<file path="src/hdl/descending_list_merge_assert.svh">
// Assertion macros for the descending list merge block.
// Included by the top level; depends on nothing else.
`ifndef DESCENDING_LIST_MERGE_ASSERT_SVH
`define DESCENDING_LIST_MERGE_ASSERT_SVH

// Same-cycle implication, disabled while reset is asserted.
`define DLM_ASSERT_SAME(name, clk, rstn, ante, cons, msg) \
  name: assert property (@(posedge clk) disable iff (!rstn) (ante) |-> (cons)) \
    else $error(msg);

// Next-cycle implication, disabled while reset is asserted.
`define DLM_ASSERT_NEXT(name, clk, rstn, ante, cons, msg) \
  name: assert property (@(posedge clk) disable iff (!rstn) (ante) |=> (cons)) \
    else $error(msg);

`endif

</file>
<file path="src/hdl/dlm_pkg.sv">
// Shared types and constants for the descending list merge block.
// No dependencies; used by the cell, the chain and the top level.
package dlm_pkg;

  localparam int unsigned LIST_DEPTH_DEF = 16;
  localparam int unsigned DATA_W         = 32;

  // List selector codes carried in tuser.
  localparam logic SEL_A = 1'b0;
  localparam logic SEL_B = 1'b1;

  typedef enum logic {
    ST_LOAD,
    ST_MERGE
  } state_e;

  // Control broadcast along a chain of cells.
  typedef struct packed {
    logic load;
    logic pop;
  } cell_ctrl_t;

endpackage

</file>
<file path="src/hdl/descending_list_merge.sv">
// Channel | Direction | Contents
// s_axis  | in        | tdata: value[31:0]; tuser: list_select (0 list A, 1 list B)
// m_axis  | out       | tdata: merged_value[31:0]; tlast: last_of_run
//
// Loading takes one request per cycle into two chains of LIST_DEPTH cells.
// Once both lists have ended, the merge emits one result per cycle, up to
// 2*LIST_DEPTH results, set by the single compare of the two chain heads.
// The input side is held off for the whole merge; output stalls pause it.
// Reset (rst_ni low, asynchronous) empties both chains and clears counts.
// Top level of the descending list merge; depends on dlm_pkg, dlm_chain
// and the assertion macro header.
`include "descending_list_merge_assert.svh"

module descending_list_merge import dlm_pkg::*; #(
  parameter int unsigned LIST_DEPTH = LIST_DEPTH_DEF
) (
  input  logic              clk_i,
  input  logic              rst_ni,
  input  logic              s_axis_tvalid,
  output logic              s_axis_tready,
  input  logic [DATA_W-1:0] s_axis_tdata,   // [31:0] value
  input  logic              s_axis_tuser,   // [0] list_select
  output logic              m_axis_tvalid,
  input  logic              m_axis_tready,
  output logic [DATA_W-1:0] m_axis_tdata,   // [31:0] merged_value
  output logic              m_axis_tlast
);

  localparam int unsigned CNT_W = $clog2(LIST_DEPTH + 1);
  localparam int unsigned TOT_W = CNT_W + 1;

  state_e            state_q, state_d;
  logic [CNT_W-1:0]  cnt_a_q, cnt_a_d, cnt_b_q, cnt_b_d;
  logic              end_a_q, end_a_d, end_b_q, end_b_d;
  logic              out_valid_q, out_valid_d;
  logic              out_last_q, out_last_d;
  logic [DATA_W-1:0] out_data_q, out_data_d;
  logic [TOT_W-1:0]  total_q, total_d;

  cell_ctrl_t        ctrl_a, ctrl_b;
  logic              head_a_valid, head_b_valid;
  logic [DATA_W-1:0] head_a_data, head_b_data;

  logic              accept, sel_b, val_zero, fire, pick_a;

  assign accept   = s_axis_tvalid && s_axis_tready;
  assign sel_b    = (s_axis_tuser == SEL_B);
  assign val_zero = (s_axis_tdata == '0);
  assign total_q  = TOT_W'(cnt_a_q) + TOT_W'(cnt_b_q);
  assign total_d  = TOT_W'(cnt_a_d) + TOT_W'(cnt_b_d);

  // The output register frees up when empty or when its request is taken.
  assign fire   = (state_q == ST_MERGE) && (!out_valid_q || m_axis_tready);
  assign pick_a = head_a_valid &&
                  (!head_b_valid || ($signed(head_a_data) >= $signed(head_b_data)));

  // Load control, merge sequencing and the output register.
  always_comb begin
    state_d     = state_q;
    cnt_a_d     = cnt_a_q;
    cnt_b_d     = cnt_b_q;
    end_a_d     = end_a_q;
    end_b_d     = end_b_q;
    out_valid_d = out_valid_q;
    out_last_d  = out_last_q;
    out_data_d  = out_data_q;
    ctrl_a      = '0;
    ctrl_b      = '0;

    if (out_valid_q && m_axis_tready) begin
      out_valid_d = 1'b0;
    end

    unique case (state_q)
      ST_LOAD: begin
        if (accept) begin
          if (!sel_b && !end_a_q) begin
            if (val_zero) begin
              end_a_d = 1'b1;
            end else begin
              ctrl_a.load = 1'b1;
              cnt_a_d     = cnt_a_q + CNT_W'(1);
              end_a_d     = (cnt_a_q == CNT_W'(LIST_DEPTH - 1));
            end
          end
          if (sel_b && !end_b_q) begin
            if (val_zero) begin
              end_b_d = 1'b1;
            end else begin
              ctrl_b.load = 1'b1;
              cnt_b_d     = cnt_b_q + CNT_W'(1);
              end_b_d     = (cnt_b_q == CNT_W'(LIST_DEPTH - 1));
            end
          end
          // Two empty lists produce nothing and clear straight away.
          if (end_a_d && end_b_d) begin
            if (total_d == '0) begin
              end_a_d = 1'b0;
              end_b_d = 1'b0;
            end else begin
              state_d = ST_MERGE;
            end
          end
        end
      end
      ST_MERGE: begin
        if (fire) begin
          out_valid_d = 1'b1;
          out_last_d  = (total_q == TOT_W'(1));
          if (pick_a) begin
            ctrl_a.pop = 1'b1;
            out_data_d = head_a_data;
            cnt_a_d    = cnt_a_q - CNT_W'(1);
          end else begin
            ctrl_b.pop = 1'b1;
            out_data_d = head_b_data;
            cnt_b_d    = cnt_b_q - CNT_W'(1);
          end
          if (total_q == TOT_W'(1)) begin
            state_d = ST_LOAD;
            end_a_d = 1'b0;
            end_b_d = 1'b0;
          end
        end
      end
      default: begin
        state_d = ST_LOAD;
      end
    endcase
  end

  always_ff @(posedge clk_i or negedge rst_ni) begin
    if (!rst_ni) begin
      state_q     <= ST_LOAD;
      cnt_a_q     <= '0;
      cnt_b_q     <= '0;
      end_a_q     <= 1'b0;
      end_b_q     <= 1'b0;
      out_valid_q <= 1'b0;
    end else begin
      state_q     <= state_d;
      cnt_a_q     <= cnt_a_d;
      cnt_b_q     <= cnt_b_d;
      end_a_q     <= end_a_d;
      end_b_q     <= end_b_d;
      out_valid_q <= out_valid_d;
    end
  end

  always_ff @(posedge clk_i) begin
    out_data_q <= out_data_d;
    out_last_q <= out_last_d;
  end

  // List storage chains.
  dlm_chain #(.LIST_DEPTH(LIST_DEPTH)) u_chain_a (
    .clk_i        (clk_i),
    .rst_ni       (rst_ni),
    .ctrl_i       (ctrl_a),
    .load_data_i  (s_axis_tdata),
    .head_valid_o (head_a_valid),
    .head_data_o  (head_a_data)
  );

  dlm_chain #(.LIST_DEPTH(LIST_DEPTH)) u_chain_b (
    .clk_i        (clk_i),
    .rst_ni       (rst_ni),
    .ctrl_i       (ctrl_b),
    .load_data_i  (s_axis_tdata),
    .head_valid_o (head_b_valid),
    .head_data_o  (head_b_data)
  );

  assign s_axis_tready = (state_q == ST_LOAD);
  assign m_axis_tvalid = out_valid_q;
  assign m_axis_tdata  = out_data_q;
  assign m_axis_tlast  = out_last_q;

  // A merge never runs with nothing left to emit.
  `DLM_ASSERT_SAME(a_merge_nonempty, clk_i, rst_ni, state_q == ST_MERGE, total_q != '0, "merge with empty lists")
  // Each chain head is filled exactly when its count is nonzero.
  `DLM_ASSERT_SAME(a_head_a_count, clk_i, rst_ni, 1'b1, head_a_valid == (cnt_a_q != '0), "chain A out of step with count")
  `DLM_ASSERT_SAME(a_head_b_count, clk_i, rst_ni, 1'b1, head_b_valid == (cnt_b_q != '0), "chain B out of step with count")
  // The final merge pop returns the block to loading.
  `DLM_ASSERT_NEXT(a_last_returns, clk_i, rst_ni, fire && total_q == TOT_W'(1), state_q == ST_LOAD && !end_a_q && !end_b_q, "merge did not finish")

endmodule

</file>
<file path="src/hdl/dlm_cell.sv">
// One storage cell of a list chain: holds a value and its valid flag.
// Depends on dlm_pkg for the control struct and data width.
module dlm_cell import dlm_pkg::*; (
  input  logic              clk_i,
  input  logic              rst_ni,
  input  cell_ctrl_t        ctrl_i,
  input  logic [DATA_W-1:0] load_data_i,
  input  logic              prev_valid_i,
  input  logic              next_valid_i,
  input  logic [DATA_W-1:0] next_data_i,
  output logic              valid_o,
  output logic [DATA_W-1:0] data_o
);

  logic              valid_q, valid_d;
  logic [DATA_W-1:0] data_q, data_d;
  logic              take_load;

  // A load lands in the first empty cell behind the filled ones.
  assign take_load = ctrl_i.load && !valid_q && prev_valid_i;

  // A pop moves every cell one step toward the head.
  always_comb begin
    valid_d = valid_q;
    data_d  = data_q;
    if (ctrl_i.pop) begin
      valid_d = next_valid_i;
      data_d  = next_data_i;
    end else if (take_load) begin
      valid_d = 1'b1;
      data_d  = load_data_i;
    end
  end

  always_ff @(posedge clk_i or negedge rst_ni) begin
    if (!rst_ni) begin
      valid_q <= 1'b0;
    end else begin
      valid_q <= valid_d;
    end
  end

  always_ff @(posedge clk_i) begin
    data_q <= data_d;
  end

  assign valid_o = valid_q;
  assign data_o  = data_q;

endmodule

</file>
<file path="src/hdl/dlm_chain.sv">
// A row of dlm_cell instances holding one list, head at position zero.
// Depends on dlm_pkg and dlm_cell.
module dlm_chain import dlm_pkg::*; #(
  parameter int unsigned LIST_DEPTH = LIST_DEPTH_DEF
) (
  input  logic              clk_i,
  input  logic              rst_ni,
  input  cell_ctrl_t        ctrl_i,
  input  logic [DATA_W-1:0] load_data_i,
  output logic              head_valid_o,
  output logic [DATA_W-1:0] head_data_o
);

  logic              valid_w [LIST_DEPTH];
  logic [DATA_W-1:0] data_w  [LIST_DEPTH];

  for (genvar i = 0; i < LIST_DEPTH; i++) begin : g_cell
    logic              prev_valid;
    logic              next_valid;
    logic [DATA_W-1:0] next_data;

    // The head has no predecessor; the tail refills with an empty slot.
    if (i == 0) begin : g_head
      assign prev_valid = 1'b1;
    end else begin : g_body
      assign prev_valid = valid_w[i-1];
    end

    if (i == LIST_DEPTH - 1) begin : g_tail
      assign next_valid = 1'b0;
      assign next_data  = '0;
    end else begin : g_inner
      assign next_valid = valid_w[i+1];
      assign next_data  = data_w[i+1];
    end

    dlm_cell u_cell (
      .clk_i        (clk_i),
      .rst_ni       (rst_ni),
      .ctrl_i       (ctrl_i),
      .load_data_i  (load_data_i),
      .prev_valid_i (prev_valid),
      .next_valid_i (next_valid),
      .next_data_i  (next_data),
      .valid_o      (valid_w[i]),
      .data_o       (data_w[i])
    );
  end

  assign head_valid_o = valid_w[0];
  assign head_data_o  = data_w[0];

endmodule
</file>
<file path="config.mk">
export PLATFORM = sky130hd
export DESIGN_NAME = descending_list_merge
export DESIGN_NICKNAME = d
export VERILOG_FILES = /design/src/hdl/dlm_pkg.sv /design/src/hdl/descending_list_merge.sv /design/src/hdl/dlm_cell.sv /design/src/hdl/dlm_chain.sv
export VERILOG_INCLUDE_DIRS = /design/src /design/src/hdl
export SDC_FILE = /design/constraint.sdc
export NUM_CORES = 2
export LEC_CHECK = 0
export BUFFER_PORTS_ARGS = -buffer_cell sky130_fd_sc_hd__buf_2
export CORE_MARGIN = 3
export CORE_UTILIZATION = 50
export CTS_CLUSTER_DIAMETER = 150
export DETAILED_ROUTE_END_ITERATION = 7
export GPL_ROUTABILITY_DRIVEN = 0
export HOLD_SLACK_MARGIN = 0.03
export PLACE_DENSITY_LB_ADDON = 0.05
export SETUP_SLACK_MARGIN = 0.4
export SLEW_MARGIN = 25
export SYNTH_ARGS = -nofsm -noshare
export SYNTH_HDL_FRONTEND = slang
export SYNTH_SLANG_ARGS = --single-unit
</file>
<file path="constraint.sdc">
create_clock -name clk_i -period 6 [get_ports clk_i]
set_clock_uncertainty 0.1 [all_clocks]
set_input_delay 1.8 -clock clk_i [delete_from_list [all_inputs] [get_ports clk_i]]
set_output_delay 1.8 -clock clk_i [all_outputs]
set_load 0.02 [all_outputs]
</file>
==> results_dict.tcl <==
set metrics [dict create \
    drt_iter0_markers 2363 \
    seq_area_frac_synth_pct 71.5 \
    syn_inst 3490 \
    tightest_slew_ns 1.10 \
    power_frac_comb_pct 28.0 \
    drive_gt1_share_pct 10.6 \
    viasPerCell 5.36 \
    synthFlopType "edfxtp_1" \
    end_kind "register" \
    start_util_pct 50.8 \
    dp_hpwl_um 62600 \
    hold_class "reg2reg" \
    crit_type "reg2reg" \
    cts_buffer_depth 3 \
    switching_share_pct 32.1 \
    grt_pass1_wl_um 146000 \
    seqPwrFrac_pct 47.9 \
    cts_buffers 113 \
    postRouteAntennaNets 0 \
    required_ns 6.41 \
    p_per_area_nw_per_um2 564 \
    setup-tns-final_ns 0 \
    grt.total_usage_pct 19.8 \
    clkTransAtPathRegs_ns 0.06 \
    io_pins 72 \
    wl_per_cell_um 19.6 \
    maxSlewHeadroom_pct 26.5 \
    grt_overflow 0 \
    dieArea_um2 93900 \
    n_antenna_cell 0 \
    vdd.ir_drop.worst_mv 0.488 \
    cts_tree "done" \
    antenna_found_initial 1 \
    first_global_vias 24900 \
    synth_enable_flop_cells 993 \
    p_clk_share_pct 24.0 \
    setup_viol 0 \
    clockRootBuffer "clkbuf_16" \
    p_leak_nw 21.3 \
    arrival_ns 5.50 \
    die_y_um 306 \
    dr.pass1.iters 5 \
    ys_async_sr_fraction_pct 4.17 \
    p_int_mw 19.4 \
    hold_viol 0 \
    clk_latency_ns 0.66 \
    synth_area_per_cell_um2 12.9 \
    syn_area_um2 45100 \
    drc_errors 0 \
    grt_setup_unrepaired "no" \
    period_share_pct 84.8 \
    drv_cap 0 \
    post-route-min-period_ns 5.09 \
    area_growth_pct 12.0 \
    timing.rr.end "end_b_q$_DFFE_PN0P_" \
    critPathCapture "end_b_q$_DFFE_PN0P_" \
    critical_path.startpoint "u_chain_a.g_cell[0].u_cell.data_o[30]$_DFFE_PP_" \
    clock_sinks 1103 \
    htree_levels 3 \
    reg2reg_from "u_chain_a.g_cell[0].u_cell.data_o[30]$_DFFE_PP_" \
    post_cts_buffers 0 \
    p_switching_mw 9.15 \
    slew_violations 0 \
    final_nets 3578 \
    worst-r2r-cell-count 15 \
    cts_resized 0 \
    fmax_mhz 197 \
    status "completed" \
    port_buffers 71 \
    syn_nets 3577 \
    wl_um 93300 \
    start_kind "register" \
    fp.dieW_um 306 \
    rows 109 \
    ys_warn_count 0 \
    reg2reg_slack_ns 0.91 \
    ys_ff_latch 1103 \
    core_um2 88900 \
    layout_common_cells "edfxtp_1 (993), inv_1 (531), a21o_1 (482)" \
    grt_max_degree 265 \
    layout_commonest_cell "edfxtp_1" \
    ys_types 53 \
    power_mw 28.5 \
    via_count 25500 \
    ctsHoldBuffers 0 \
    cp_max_fo 189 \
]
[worst max-delay path: stages, from the launching register on]
cell	delay, ns
edfxtp_1	0.41
ha_1	0.36
nand4_1	0.18
nor3_1	0.08
a22oi_1	0.16
or4b_1	0.53
or4_1	0.57
a311o_2	0.50
buf_12	0.28
o41ai_2	0.42
xor2_1	0.27
ha_1	0.28
nor3_1	0.21
nand3b_1	0.17
nor2_1	0.13
o32ai_1	0.09
[flip-flops by register name (all words and copies together) (netlist names), 5 cells and up]
register / count
cnt_b_q: 5
u_chain_a.g_cell.u_cell.valid_o: 16
cnt_a_q: 5
m_axis_tdata: 32
u_chain_b.g_cell.u_cell.data_o: 512
u_chain_b.g_cell.u_cell.valid_o: 16
u_chain_a.g_cell.u_cell.data_o: 512
[logic make-up (layout without fill, tap and decap cells)]
group | Yosys count | after routing | share of synthesized area, %
compound gates | 1167 | 1167 | 15.8
xor+xnor | 6 | 6 | 0.116
fa+ha+maj | 50 | 50 | 1.42
buf+inv | 787 | 889 | 7.01
flops | 1103 | 1103 | 71.5
mux | 33 | 33 | 0.823
simple gates | 344 | 344 | 3.37
[synthesized netlist by cell type (10+ instances only)]
library cell | number | area share [%]
edfxtp_1 | 993 | 66
inv_1 | 531 | 4.4
a21o_1 | 482 | 8.0
o21ai_1 | 472 | 5.2
nand2_1 | 218 | 1.8
buf_2 | 151 | 1.7
a21oi_1 | 125 | 1.4
clkbuf_1 | 89 | 0.74
dfxtp_1 | 64 | 2.8
o21ai_0 | 63 | 0.70
ha_1 | 48 | 1.3
dfrtp_1 | 46 | 2.6
nor2_1 | 37 | 0.31
and3_1 | 36 | 0.50
mux2_2 | 33 | 0.82
nand4_1 | 12 | 0.17
nor4_1 | 10 | 0.14
[per-stage QoR]
stage | hold WS [ns] | setup WS [ns] | util (%) | cells | cell area (um2)
6_report | 0.357 | 0.914 | 56.9 | 4757 | 50600
5_1_grt | 0.378 | 0.642 | 56.9 | 4757 | 50600
4_1_cts | 0.357 | 1.02 | 56.6 | 4748 | 50300
3_5_place_dp | 0.348 | 0.485 | 52.5 | 4532 | 46600
3_3_place_gp | 0.347 | 0.456 | 52.4 | 4531 | 46600
2_1_floorplan | 0.336 | 0.417 | - | 3490 | 45100
[power by group through the flow]
stage	Sequential [mW]	Combinational [mW]	Clock, mW
after CTS	13.7	7.87	7.02
final	13.7	7.99	6.86
after detailed placement	13.9	7.80	0
after global routing	13.9	8.92	7.33
after global placement	13.8	7.65	0
after floorplan	13.7	5.49	0
[metal layers]
layer / vias to the layer above / part of all wire [%] / track usage, % / routed length [um]
met5: - / 0.014 / 0 / 13
met4: 2 / 4.1 / 8.44 / 3800
met3: 188 / 4.6 / 2.83 / 4330
met2: 648 / 44 / 29.4 / 40700
met1: 12300 / 48 / 29.5 / 44400
li1: 12300 / - / - / -
[worst min-delay path by stage]
stage	startpoint	endpoint	slack (ns)	depth (start not counted)
after CTS	u_chain_b.g_cell[15].u_cell.data_o[17]$_SDFFE_PP0P_	u_chain_b.g_cell[15].u_cell.data_o[17]$_SDFFE_PP0P_	0.36	2
after global placement	u_chain_a.g_cell[15].u_cell.data_o[18]$_SDFFE_PP0P_	u_chain_a.g_cell[15].u_cell.data_o[18]$_SDFFE_PP0P_	0.35	2
after floorplan	u_chain_a.g_cell[15].u_cell.data_o[0]$_SDFFE_PP0P_	u_chain_a.g_cell[15].u_cell.data_o[0]$_SDFFE_PP0P_	0.34	2
after global routing	u_chain_b.g_cell[15].u_cell.data_o[9]$_SDFFE_PP0P_	u_chain_b.g_cell[15].u_cell.data_o[9]$_SDFFE_PP0P_	0.38	2
after detailed placement	u_chain_b.g_cell[15].u_cell.data_o[17]$_SDFFE_PP0P_	u_chain_b.g_cell[15].u_cell.data_o[17]$_SDFFE_PP0P_	0.35	2
final	u_chain_a.g_cell[15].u_cell.data_o[31]$_SDFFE_PP0P_	u_chain_a.g_cell[15].u_cell.data_o[31]$_SDFFE_PP0P_	0.36	2
[final cells by class]
cell class              count  area [um2]
inverters                 532        2000
multi-input cells        1600       10100
clock inverters            71         632
clock buffers             145        3030
fillers                  7200       38400
repair buffers            141        1130
flip-flops and latches   1103       32300
well taps                1165        1460
No activity file was read; power rests on OpenSTA's default activity.
